===== src/design/twe_ram.sv =====
`timescale 1ns / 1ps
module twe_ram #(
	parameter int WIDTH = 8,
	parameter int DEPTH = 16,
	localparam int AW = (DEPTH > 1) ? $clog2(DEPTH) : 1
) (
	input  logic             clk,
	input  logic             we,
	input  logic [AW-1:0]    waddr,
	input  logic [WIDTH-1:0] wdata,
	input  logic             re,
	input  logic [AW-1:0]    raddr,
	output logic [WIDTH-1:0] rdata
);
	logic [WIDTH-1:0] mem_q [DEPTH];
	logic [WIDTH-1:0] rdata_q;

	// read data holds while re is low
	always_ff @(posedge clk) begin
		if (we) begin
			mem_q[waddr] <= wdata;
		end
		if (re) begin
			rdata_q <= mem_q[raddr];
		end
	end

	assign rdata = rdata_q;
endmodule


===== config.mk =====
export PLATFORM = sky130hd
export DESIGN_NAME = twe_ram
export DESIGN_NICKNAME = d
export VERILOG_FILES = /design/src/design/twe_ram.sv
export SDC_FILE = /design/constraint.sdc
export NUM_CORES = 1
export LEC_CHECK = 0
export BUFFER_PORTS_ARGS = -buffer_cell sky130_fd_sc_hd__buf_4
export CAP_MARGIN = 10
export CELL_PAD_IN_SITES_DETAIL_PLACEMENT = 0
export CELL_PAD_IN_SITES_GLOBAL_PLACEMENT = 1
export CORE_ASPECT_RATIO = 0.7
export CORE_MARGIN = 2
export CORE_UTILIZATION = 40
export CTS_BUF_LIST = sky130_fd_sc_hd__clkbuf_4 sky130_fd_sc_hd__clkbuf_8
export CTS_CLUSTER_DIAMETER = 60
export DETAILED_ROUTE_END_ITERATION = 12
export PLACE_DENSITY_LB_ADDON = 0.2
export SETUP_SLACK_MARGIN = 0.3
export SYNTH_ARGS = -nofsm -noshare
export SYNTH_HDL_FRONTEND = slang
export SYNTH_SLANG_ARGS = --single-unit

===== constraint.sdc =====
create_clock -name clk -period 2.1 [get_ports clk]
set_input_delay 0.42 -clock clk [delete_from_list [all_inputs] [get_ports clk]]
set_output_delay 0.42 -clock clk [all_outputs]
set_load 0.05 [all_outputs]

==> results.tsv <==
metric	value	unit
outcome	finished clean	
most frequent cells in the layout	edfxtp_1 (136), buf_4 (48), mux4_2 (18)	
setup TNS	0	ns
max_slew headroom	72.3	%
Iteration-0 DRC Markers	110	
Root Driver	clkbuf_8	
die area	0.0140	mm2
top cells by area, synth	edfxtp_1 (78%), mux4_2 (7.8%), mux4_1 (7.0%)	
I/O Buffers	26	
Avg Cell Area, Syn	22.8	um2
CTS sink count	136	
cell area after synthesis	0.00523	mm2
crit end category	register	
CTS max path bufs	2	
Placement Setup Slack	0.0614	ns
Critical Path Fanout Max	21	
Fillers	1008	
crit path DAT	1.75	ns
Detailed Place HPWL	6.93	mm
worst path required time	2.28	ns
DRC	0	
mean number of vias per cell	5.30	
number of inserted diodes	0	
Die X	141	um
initial antenna violation count	0	
row count	34	
starting density of the core	41.5	%
Leak	2.07	nW
Detailed Routing Iterations Pass 1	7	
most common cell after layout, fill and taps aside	edfxtp_1	
Clock Skew	0.00986	ns
final hold vios	0	
PD cells	910	mW/mm2
Synth warnings	0	
vias post-DR	2456	
synthesis-stage register bit count	136	
post-CTS setup buffers	0	
maximum VDD drop	416	uV
Net Count, Synth	248	
Cells after Synth	229	
Setup WS post-layout	0.535	ns
Yosys cell types	18	
Num CTS Buffers	17	
Placer Congestion	0.707	
final wirelength	10.4	mm
Inst Count DP	431	
area share of the leading cell type in the synthesized netlist	78.1	%
CTS tree	yes	
final cell count without fillers	463	
CTS Hold Bufs	0	
gr usage total	16.2	%
first-pass GRT wire length	15.8	mm
Congestion Overflow GR	0	
H-Tree Depth	4	
max_cap viols	0	
core footprint	0.0126	mm2
hold slack	0.295	ns
die height	99.6	um
Setup crit start kind	input pin	
kind of critical path	input pin to register	
share of layout cells above drive strength 1	33.9	%
fin crit share	74.5	%
dominant cell type by area after synthesis	edfxtp_1	
Area Growth Syn to Fin	17.9	%
sequential-to-total area share from yosys stat	78.1	%
fin nets	307	
Wirelength per Cell	22.5	um
Hold/Removal Path Class	input pin to register	
Detail Route Antenna Nets	0	
RSZ-0062 raised after global routing	no	
# IOs	27	
vias in the first global route	2553	
largest net degree at the start of global routing	23	
cts repair resizes	0	
worst slew pin tran	0.415	ns
Worst-path clk slew	0.08	ns
FMAX	639	MHz
Final Max Tran Viols	0	
setup violators final	0	
Period minus WS final	1.56	ns
worst-skew pair later-pin latency	0.43	ns
==> final cells by class <==
type | instances | area, um2 | share of cell area, %
tap | 162 | 203 | 3.29
timing repair buffer | 50 | 400 | 6.50
sequential | 136 | 4080 | 66.3
clock buffer | 17 | 234 | 3.80
clock inverter | 15 | 178 | 2.88
multi-input combinational | 83 | 1060 | 17.2
==> stage by stage <==
step | util, % | instance area (um2) | power (W)
6_report | 48.9 | 6160 | 0.00560
2_1_floorplan | - | 5230 | 0.00333
4_1_cts | 48.9 | 6160 | 0.00565
5_1_grt | 48.9 | 6160 | 0.00581
3_5_place_dp | 45.7 | 5750 | 0.00349
3_3_place_gp | 45.7 | 5750 | 0.00349
==> where the power goes <==
| group | total [W] | internal [W] | switching (W) |
|---|---|---|---|
| Combinational | 0.000350 | 0.000144 | 0.000207 |
| Sequential | 0.00307 | 0.00305 | 0.0000185 |
| Clock | 0.00218 | 0.00118 | 0.00100 |
| Total | 0.00560 | 0.00437 | 0.00123 |
==> worst max-delay path: stages <==
cell and delay, ns:
buf_4 0.18, buf_12 0.22, mux4_2 0.51, a22oi_1 0.32, nand2_1 0.08
==> synth_stat cells <==
master,count
and2b_1,1
buf_2,3
nor2_1,13
clkdlybuf4s25_2,3
and2_1,1
nand3b_1,2
edfxtp_1,136
mux4_1,14
nand2_1,9
a22oi_1,16
nor3_1,4
buf_4,1
buf_6,3
nor2b_1,1
nand2b_1,2
mux4_2,18
or3b_2,1
nand3_1,1
==> logic make-up (layout without fill, tap and decap cells) <==
| kind of cell | after synthesis | after routing | synth area share, % |
|---|---|---|---|
| DFF | 136 | 136 | 78.1 |
| and+or+nand+nor | 35 | 35 | 3.14 |
| muxes | 32 | 32 | 14.8 |
| AOI/OAI and AO/OA | 16 | 16 | 2.30 |
| buffers and inverters | 10 | 82 | 1.65 |
==> layer usage <==
layer / part of all wire [%] / vias up / global-route usage, %
li1: - / 1098 / -
met4: 0.73 / 0 / 5.77
met2: 45 / 49 / 23.3
met1: 51 / 1299 / 23.6
met5: 0 / - / 0
met3: 3.7 / 10 / 4.86
==> registers in the layout, summed over array words and instances, names as in the netlist <==
register,flops
mem_q,128
rdata,8
==> final timing paths <==
check | from | to | slack, ns | cells past startpoint
max | raddr[0] | rdata[7] | 0.54 | 5
min | wdata[0] | mem_q[15][0] | 0.29 | 1
max reg2reg | mem_q[3][7] | rdata[7] | 0.64 | 3
min reg2reg | mem_q[14][3] | rdata[3] | 0.76 | 3
(Power assumes the default switching activity.)
