--- src/design/twe_pkg.sv ---
`timescale 1ns / 1ps
package twe_pkg;

	localparam int WHEEL_SLOTS = 16;
	localparam int SLOT_DEPTH  = 64;
	localparam int CONNS       = 1024;

	// fixed field widths
	localparam int OP_W       = 1;
	localparam int CONN_ID_W  = 10;
	localparam int DELAY_W    = 4;
	localparam int OFFSET_W   = 4;
	localparam int KIND_W     = 2;
	localparam int COUNT_W    = 11;

	localparam logic [OFFSET_W-1:0] OFFSET_RESET = 4'd10;
	localparam logic [COUNT_W-1:0]  COUNT_MAX    = 11'd2047;

	// derived sizes; slot and connection counts are powers of two
	localparam int SLOT_W  = $clog2(WHEEL_SLOTS);
	localparam int ENT_W   = (SLOT_DEPTH > 1) ? $clog2(SLOT_DEPTH) : 1;
	localparam int FILL_W  = $clog2(SLOT_DEPTH + 1);
	localparam int CID_W   = $clog2(CONNS);
	localparam int EADDR_W = SLOT_W + ENT_W;
	localparam int SUM_W   = SLOT_W + 5;

	localparam logic OP_ADD  = 1'b0;
	localparam logic OP_TICK = 1'b1;

	typedef enum logic [KIND_W-1:0] {
		KIND_ADD     = 2'd0,
		KIND_EXPIRED = 2'd1,
		KIND_EMPTY   = 2'd2
	} kind_t;

	typedef struct packed {
		kind_t                kind;
		logic [CONN_ID_W-1:0] conn_id;
		logic [COUNT_W-1:0]   remaining;
		logic                 killed;
		logic                 overflow;
		logic                 last;
	} result_t;

	// reference-count memory access
	typedef struct packed {
		logic               we;
		logic [CID_W-1:0]   waddr;
		logic [COUNT_W-1:0] wdata;
		logic               re;
		logic [CID_W-1:0]   raddr;
	} ref_port_t;

	// slot entry memory access
	typedef struct packed {
		logic               we;
		logic [EADDR_W-1:0] waddr;
		logic [CID_W-1:0]   wdata;
		logic               re;
		logic [EADDR_W-1:0] raddr;
	} ent_port_t;

endpackage

--- src/design/twe_in_if.sv ---
`timescale 1ns / 1ps
interface twe_in_if;
	import twe_pkg::*;

	logic                 valid;
	logic                 ready;
	logic [OP_W-1:0]      op;
	logic [CONN_ID_W-1:0] conn_id;
	logic [DELAY_W-1:0]   delay;

	modport source(output valid, op, conn_id, delay, input ready);
	modport sink(input valid, op, conn_id, delay, output ready);
endinterface

--- src/design/twe_seq.sv ---
`timescale 1ns / 1ps
module twe_seq (
	input  logic                          clk,
	input  logic                          arst_n,
	twe_in_if.sink                        item,
	input  logic [twe_pkg::OFFSET_W-1:0]  offset,
	input  logic                          out_free,
	output logic                          res_load,
	output twe_pkg::result_t              res,
	output twe_pkg::ref_port_t            ref_port,
	input  logic [twe_pkg::COUNT_W-1:0]   ref_rdata,
	output twe_pkg::ent_port_t            ent_port,
	input  logic [twe_pkg::CID_W-1:0]     ent_rdata
);
	import twe_pkg::*;

	typedef enum logic [5:0] {
		S_CLEAR = 6'b000001,
		S_IDLE  = 6'b000010,
		S_ADD   = 6'b000100,
		S_EMPTY = 6'b001000,
		S_TREF  = 6'b010000,
		S_TDONE = 6'b100000
	} state_t;

	state_t              state_q, state_d;
	logic [CID_W-1:0]    clr_q;
	logic [SLOT_W-1:0]   pos_q;
	logic [FILL_W-1:0]   fill_q [WHEEL_SLOTS];
	logic [SLOT_W-1:0]   slot_q;
	logic [CID_W-1:0]    conn_q;
	logic [CID_W-1:0]    tconn_q;
	logic [FILL_W-1:0]   idx_q;
	logic [FILL_W-1:0]   cnt_q;

	logic                accept;
	logic [SUM_W-1:0]    slot_sum;
	logic [SLOT_W-1:0]   add_slot;
	logic [SLOT_W-1:0]   fill_ridx;
	logic [FILL_W-1:0]   fill_rd;
	logic                full;
	logic [COUNT_W-1:0]  inc_cnt;
	logic [COUNT_W-1:0]  dec_cnt;
	logic [FILL_W-1:0]   idx_nxt;
	logic                ent_last;

	assign item.ready = (state_q == S_IDLE);
	assign accept     = item.valid && item.ready;

	assign slot_sum = SUM_W'(pos_q) + SUM_W'(offset) + SUM_W'(item.delay);
	assign add_slot = slot_sum[SLOT_W-1:0];

	// one read port on the fill counters
	assign fill_ridx = (state_q == S_IDLE) ? pos_q : slot_q;
	assign fill_rd   = fill_q[fill_ridx];
	assign full      = (fill_rd == FILL_W'(SLOT_DEPTH));

	assign inc_cnt  = (ref_rdata == COUNT_MAX) ? ref_rdata : ref_rdata + COUNT_W'(1);
	assign dec_cnt  = (ref_rdata == '0) ? ref_rdata : ref_rdata - COUNT_W'(1);
	assign idx_nxt  = idx_q + FILL_W'(1);
	assign ent_last = (idx_nxt == cnt_q);

	always_comb begin
		state_d  = state_q;
		res_load = 1'b0;
		res      = '{kind: KIND_ADD, default: '0};
		ref_port = '0;
		ent_port = '0;
		case (state_q)
			S_CLEAR: begin
				ref_port.we    = 1'b1;
				ref_port.waddr = clr_q;
				if (clr_q == CID_W'(CONNS - 1)) begin
					state_d = S_IDLE;
				end
			end
			S_IDLE: begin
				if (accept) begin
					if (item.op == OP_ADD) begin
						ref_port.re    = 1'b1;
						ref_port.raddr = item.conn_id[CID_W-1:0];
						state_d        = S_ADD;
					end else if (fill_rd == '0) begin
						state_d = S_EMPTY;
					end else begin
						ent_port.re    = 1'b1;
						ent_port.raddr = {pos_q, ENT_W'(0)};
						state_d        = S_TREF;
					end
				end
			end
			S_ADD: begin
				if (out_free) begin
					res_load      = 1'b1;
					res.kind      = KIND_ADD;
					res.conn_id   = CONN_ID_W'(conn_q);
					res.remaining = full ? ref_rdata : inc_cnt;
					res.overflow  = full;
					res.last      = 1'b1;
					if (!full) begin
						ent_port.we    = 1'b1;
						ent_port.waddr = {slot_q, fill_rd[ENT_W-1:0]};
						ent_port.wdata = conn_q;
						ref_port.we    = 1'b1;
						ref_port.waddr = conn_q;
						ref_port.wdata = inc_cnt;
					end
					state_d = S_IDLE;
				end
			end
			S_EMPTY: begin
				if (out_free) begin
					res_load = 1'b1;
					res.kind = KIND_EMPTY;
					res.last = 1'b1;
					state_d  = S_IDLE;
				end
			end
			S_TREF: begin
				// count read for this entry, entry read for the next one
				ref_port.re    = 1'b1;
				ref_port.raddr = ent_rdata;
				if (!ent_last) begin
					ent_port.re    = 1'b1;
					ent_port.raddr = {slot_q, idx_nxt[ENT_W-1:0]};
				end
				state_d = S_TDONE;
			end
			S_TDONE: begin
				if (out_free) begin
					res_load       = 1'b1;
					res.kind       = KIND_EXPIRED;
					res.conn_id    = CONN_ID_W'(tconn_q);
					res.remaining  = dec_cnt;
					res.killed     = (dec_cnt == '0);
					res.last       = ent_last;
					ref_port.we    = 1'b1;
					ref_port.waddr = tconn_q;
					ref_port.wdata = dec_cnt;
					state_d        = ent_last ? S_IDLE : S_TREF;
				end
			end
			default: begin
				state_d = S_IDLE;
			end
		endcase
	end

	always_ff @(posedge clk or negedge arst_n) begin
		if (!arst_n) begin
			state_q <= S_CLEAR;
			clr_q   <= '0;
			pos_q   <= '0;
			idx_q   <= '0;
			cnt_q   <= '0;
			for (int i = 0; i < WHEEL_SLOTS; i++) begin
				fill_q[i] <= '0;
			end
		end else begin
			state_q <= state_d;
			if (state_q == S_CLEAR) begin
				clr_q <= clr_q + CID_W'(1);
			end
			if (accept && item.op == OP_TICK) begin
				pos_q          <= pos_q + SLOT_W'(1);
				cnt_q          <= fill_rd;
				idx_q          <= '0;
				fill_q[pos_q]  <= '0;
			end
			if (state_q == S_ADD && out_free && !full) begin
				fill_q[slot_q] <= fill_rd + FILL_W'(1);
			end
			if (state_q == S_TDONE && out_free) begin
				idx_q <= idx_nxt;
			end
		end
	end

	always_ff @(posedge clk) begin
		if (accept) begin
			slot_q <= (item.op == OP_ADD) ? add_slot : pos_q;
			conn_q <= item.conn_id[CID_W-1:0];
		end
		if (state_q == S_TREF) begin
			tconn_q <= ent_rdata;
		end
	end
endmodule

--- src/flat_wrapper.sv ---
// flat-port wrapper written by rule: the top's interface ports become plain ports
module twe_seq_flat import twe_pkg::*;
  (clk, arst_n, offset, out_free, res_load, res, ref_port, ref_rdata, ent_port, ent_rdata, item_valid, item_op, item_conn_id, item_delay, item_ready);
  twe_in_if item_i ();
  input  logic clk;
  input  logic arst_n;
  input  logic [twe_pkg::OFFSET_W-1:0] offset;
  input  logic out_free;
  output logic res_load;
  output twe_pkg::result_t res;
  output twe_pkg::ref_port_t ref_port;
  input  logic [twe_pkg::COUNT_W-1:0] ref_rdata;
  output twe_pkg::ent_port_t ent_port;
  input  logic [twe_pkg::CID_W-1:0] ent_rdata;
  input wire logic [$bits(item_i.valid)-1:0] item_valid;
  input wire logic [$bits(item_i.op)-1:0] item_op;
  input wire logic [$bits(item_i.conn_id)-1:0] item_conn_id;
  input wire logic [$bits(item_i.delay)-1:0] item_delay;
  output wire logic [$bits(item_i.ready)-1:0] item_ready;
  assign item_i.valid = item_valid;
  assign item_i.op = item_op;
  assign item_i.conn_id = item_conn_id;
  assign item_i.delay = item_delay;
  assign item_ready = item_i.ready;
  twe_seq u_core (.clk(clk), .arst_n(arst_n), .item(item_i), .offset(offset), .out_free(out_free), .res_load(res_load), .res(res), .ref_port(ref_port), .ref_rdata(ref_rdata), .ent_port(ent_port), .ent_rdata(ent_rdata));
endmodule
--- config.mk ---
export PLATFORM = sky130hd
export DESIGN_NAME = twe_seq_flat
export DESIGN_NICKNAME = d
export VERILOG_FILES = /design/src/design/twe_pkg.sv /design/src/design/twe_in_if.sv /design/src/design/twe_seq.sv /design/src/flat_wrapper.sv
export SDC_FILE = /design/constraint.sdc
export NUM_CORES = 1
export LEC_CHECK = 0
export ABC_AREA = 1
export BUFFER_PORTS_ARGS = -buffer_cell sky130_fd_sc_hd__buf_2
export CAP_MARGIN = 15
export CORE_UTILIZATION = 25
export DETAILED_ROUTE_END_ITERATION = 16
export MAX_ROUTING_LAYER = met4
export SYNTH_ARGS = -nofsm -noshare
export SYNTH_HDL_FRONTEND = slang
export SYNTH_SLANG_ARGS = --single-unit
--- constraint.sdc ---
create_clock -name clk -period 5.14 [get_ports clk]
set_input_delay 1.028 -clock clk [delete_from_list [all_inputs] [get_ports clk]]
set_output_delay 1.028 -clock clk [all_outputs]
set_load 0.1 [all_outputs]
==> metrics.txt <==
outcome=finished, final reports clean; ordered cell list for the critical path=nor2_4 > nand3_2 > nand2_1 > nand2_1 > buf_12 > o211ai_1 > nand3_1 > nand3_1 > nand2_2 > inv_1 > ha_1 > nand3_1 > nor2_2 > nand3_4 > nand2_4 > buf_12 > o211ai_1 > buf_12; DIE WIDTH=209 um; Yosys top cell by area=dfrtp_1; slowest cell delay on critical path=0.43 ns; maxcap violations=0; sequential fraction of the synthesis area=40.9%; kind of path behind the tightest hold check=flop to flop; Initial DRT Pass Iterations=5; total length of routed wires=35900 um; instance count along the most critical hold path=1; Port Buffers=136; CP max FO=56; number of filler instances in the final layout=4463; die height=209 um; count of hold-fix buffers inserted at cts=0; Site Rows=75; Worst Path Buf+Inv=4; Clk Tree Root Cell=clkbuf_16; syn_nets=1574; total power divided by cell area=706 mW/mm^2; total clock sinks=170; peak ir drop on the vdd network=0.967 mV; placer congestion estimate=0.945; Remaining DRCs=0; worst hold endpoint=u_core.clr_q[8]; highest clock rate=202 MHz; worst-case setup margin in the final layout=0.195 ns; capture instance of the worst register-to-register path=u_core.fill_q[13]; total setup violations reported at the end of the flow=0; category of the worst setup path capture point=primary output; GR Overflow Total=0; area enclosed by the die boundary=0.0436 mm^2; Storage cell area=0.00438 mm^2; fraction of the cycle the final worst path needs=96.2%; Yosys warning total=0; wire length per cell=16.3 um; largest net degree at the start of global routing=70; count of final hold-check violations=0; Cell Area, Placed=0.0128 mm^2; Layout Cell Area excl Fill=0.0135 mm^2; Relative slew margins=34.5%; clock tree from TritonCTS=yes; post-synth top area share=33.9%; number of top-level design ports=137; placed wire-length estimate after detailed placement=25800 um; post-layout minimum cycle time=4.95 ns; flop-to-flop setup slack=1.39 ns; Startpoint Class=flop; Layout Nets=1703; maximum count of clock buffers along a single path=2; number of global-route vias before repair=10100; Worst-Skew Late Latency=0.44 ns; Starting Density=25.4%; average footprint of a synthesized cell=7.06 um^2; worst-case reg-to-reg path depth=18; Fin Clk Skew=0.0158 ns; placement-stage worst setup slack=0.474 ns; share of the core filled with cells=32.1%; Worst Tran Pin Value=0.982 ns; CTS clock-pin slew for the worst setup and hold paths=0.07 ns; leakage component of the power=6.68 nW; delay-heaviest family, CP=simple AND/OR/NAND/NOR gates; number of antenna violations at the first check in global routing=2; Clock H-tree levels=4; critical path type=flop to primary output; setup repair after global routing missed its margin=false; Initial DRC Count=1006; count of pins over their slew limit=0; first-pass GRT wire length=56200 um; sum of negative setup slack=0 ns; area inside the core boundary=0.0420 mm^2; number of distinct library cell variants in the gate-level netlist after synthesis=42; vias per std cell=4.71; Inserted Clock Buffers=17; post-route antenna net violation count=0; R2R Path Start=u_core.state_q[5]; biggest area contributors in the synthesized netlist=dfrtp_1 (34%), nand2_1 (19%), inv_1 (7.0%), nor2_1 (6.8%), edfxtp_1 (6.7%); Total GRT Usage=16.9%; via total after detailed routing=10300; netlist area before placement=0.0107 mm^2; area growth from synthesis to layout=26.0%; number of synthesized register bits=170; share of layout cells above drive strength 1=14.9%; Multi-input gate area=0.00530 mm^2; crit path DAT=3.92 ns; startpoint of the lowest-slack hold path=u_core.clr_q[8]; Slowest cell on crit path=dfrtp_1; cell count after synthesis=1515; required time of the critical path=4.11 ns
==> worst register-to-register path, cell delays in order (launching register included) <==
cell	delay, ns
dfrtp_1	0.43
nor2_4	0.20
nand3_2	0.19
buf_4	0.24
o21ai_4	0.36
o211ai_1	0.20
nand3_1	0.15
nand3_1	0.09
nand2_1	0.13
buf_4	0.35
inv_1	0.15
ha_1	0.26
nand3_2	0.12
nor2_2	0.05
nand2_1	0.06
nand2_1	0.07
nand2_2	0.44
nand2_1	0.13
nand2_1	0.07
==> worst max-delay path by stage <==
| stage | to | slack [ns] | depth (start not counted) | start |
|---|---|---|---|---|
| 6_report | ref_port[24] | 0.19 | 18 | u_core.state_q[5] |
| 5_1_grt | ref_port[24] | 0.02 | 19 | u_core.state_q[1] |
| 4_1_cts | ref_port[24] | 0.009 | 18 | u_core.state_q[5] |
| 3_5_place_dp | ref_port[24] | 0.47 | 18 | u_core.state_q[5] |
| 3_3_place_gp | res[2] | 0.49 | 14 | ref_rdata[0] |
| 2_1_floorplan | ref_port[24] | 0.0008 | 19 | u_core.state_q[3] |
==> final cells by class <==
cell class / count / area share (%)
flip-flops and latches: 170 / 32.5
clock inverters: 13 / 1.24
inverters: 203 / 5.69
clock buffers: 19 / 3.21
well taps: 539 / 5.00
repair buffers: 161 / 13.0
diodes: 2 / 0.0371
multi-input cells: 1091 / 39.3
==> logic make-up (layout without fill, tap and decap cells) <==
family | count (synthesis) | after routing | share of synthesized area, %
other | 0 | 2 | 0
AND/OR/NAND/NOR | 912 | 912 | 36.1
buffers and inverters | 255 | 396 | 9.88
AO/OA/AOI/OAI | 129 | 130 | 8.17
adder cells (fa/ha/maj) | 15 | 15 | 2.04
XOR/XNOR | 34 | 34 | 2.93
flip-flops | 170 | 170 | 40.9
==> layout by cell type (no fill, tap or decap), types with 32 or more instances in the layout <==
master / count
inv_1: 200
nand4_1: 32
o211ai_1: 44
nor2_1: 193
nand3_1: 101
buf_2: 79
buf_12: 59
nand2_1: 529
dfrtp_1: 145
o21ai_0: 32
==> cells in the mapped netlist, drive strengths merged <==
cell type  instances
a211o              1
a21oi             12
a31oi              2
a32o              10
and2               1
and3               1
buf               31
clkbuf            21
dfrtp            145
dfstp              1
edfxtp            24
fa                 4
ha                11
inv              203
nand2            540
nand3            110
nand4             32
nor2             217
nor3               6
nor3b              1
nor4               2
o2111ai            1
o211ai            44
o21a               2
o21ai             46
o22ai             10
o31ai              1
or2                2
xnor2              8
xor2              26
==> sequential cells by signal, summed over array words and instances (netlist names), 6 cells and up <==
| register | cells |
|---|---|
| u_core.cnt_q | 7 |
| u_core.fill_q | 112 |
| u_core.state_q | 6 |
| u_core.idx_q | 7 |
| u_core.tconn_q | 10 |
| u_core.conn_q | 10 |
| u_core.clr_q | 10 |
==> report_power, final <==
part / internal [mW] / total [mW] / switching, mW
Combinational: 1.54 / 6.07 / 4.53
Sequential: 1.85 / 2.10 / 0.249
Clock: 0.769 / 1.35 / 0.577
Total: 4.16 / 9.51 / 5.35
==> routing by layer <==
layer	up-vias	wire [um]	GRT usage (%)
met2	321	17200	26.8
met1	4953	16100	22.1
met3	42	1950	2.43
met5	-	0	-
met4	0	650	5.22
li1	5030	-	-
==> repair_timing <==
| action | 4_1_cts | 5_1_grt |
|---|---|---|
| setup buffers | 0 | 2 |
| resized for setup | 0 | 3 |
| endpoints found under the setup margin | 0 | 46 |
==> stage by stage <==
step | power (mW) | hold slack (ns) | cells
2_1_floorplan | 6.06 | 0.463 | 1515
3_3_place_gp | 7.97 | 0.485 | 2161
3_5_place_dp | 8.02 | 0.495 | 2161
4_1_cts | 9.39 | 0.506 | 2193
5_1_grt | 10.1 | 0.523 | 2198
6_report | 9.51 | 0.507 | 2198
Power figures use the tool's default switching activity.
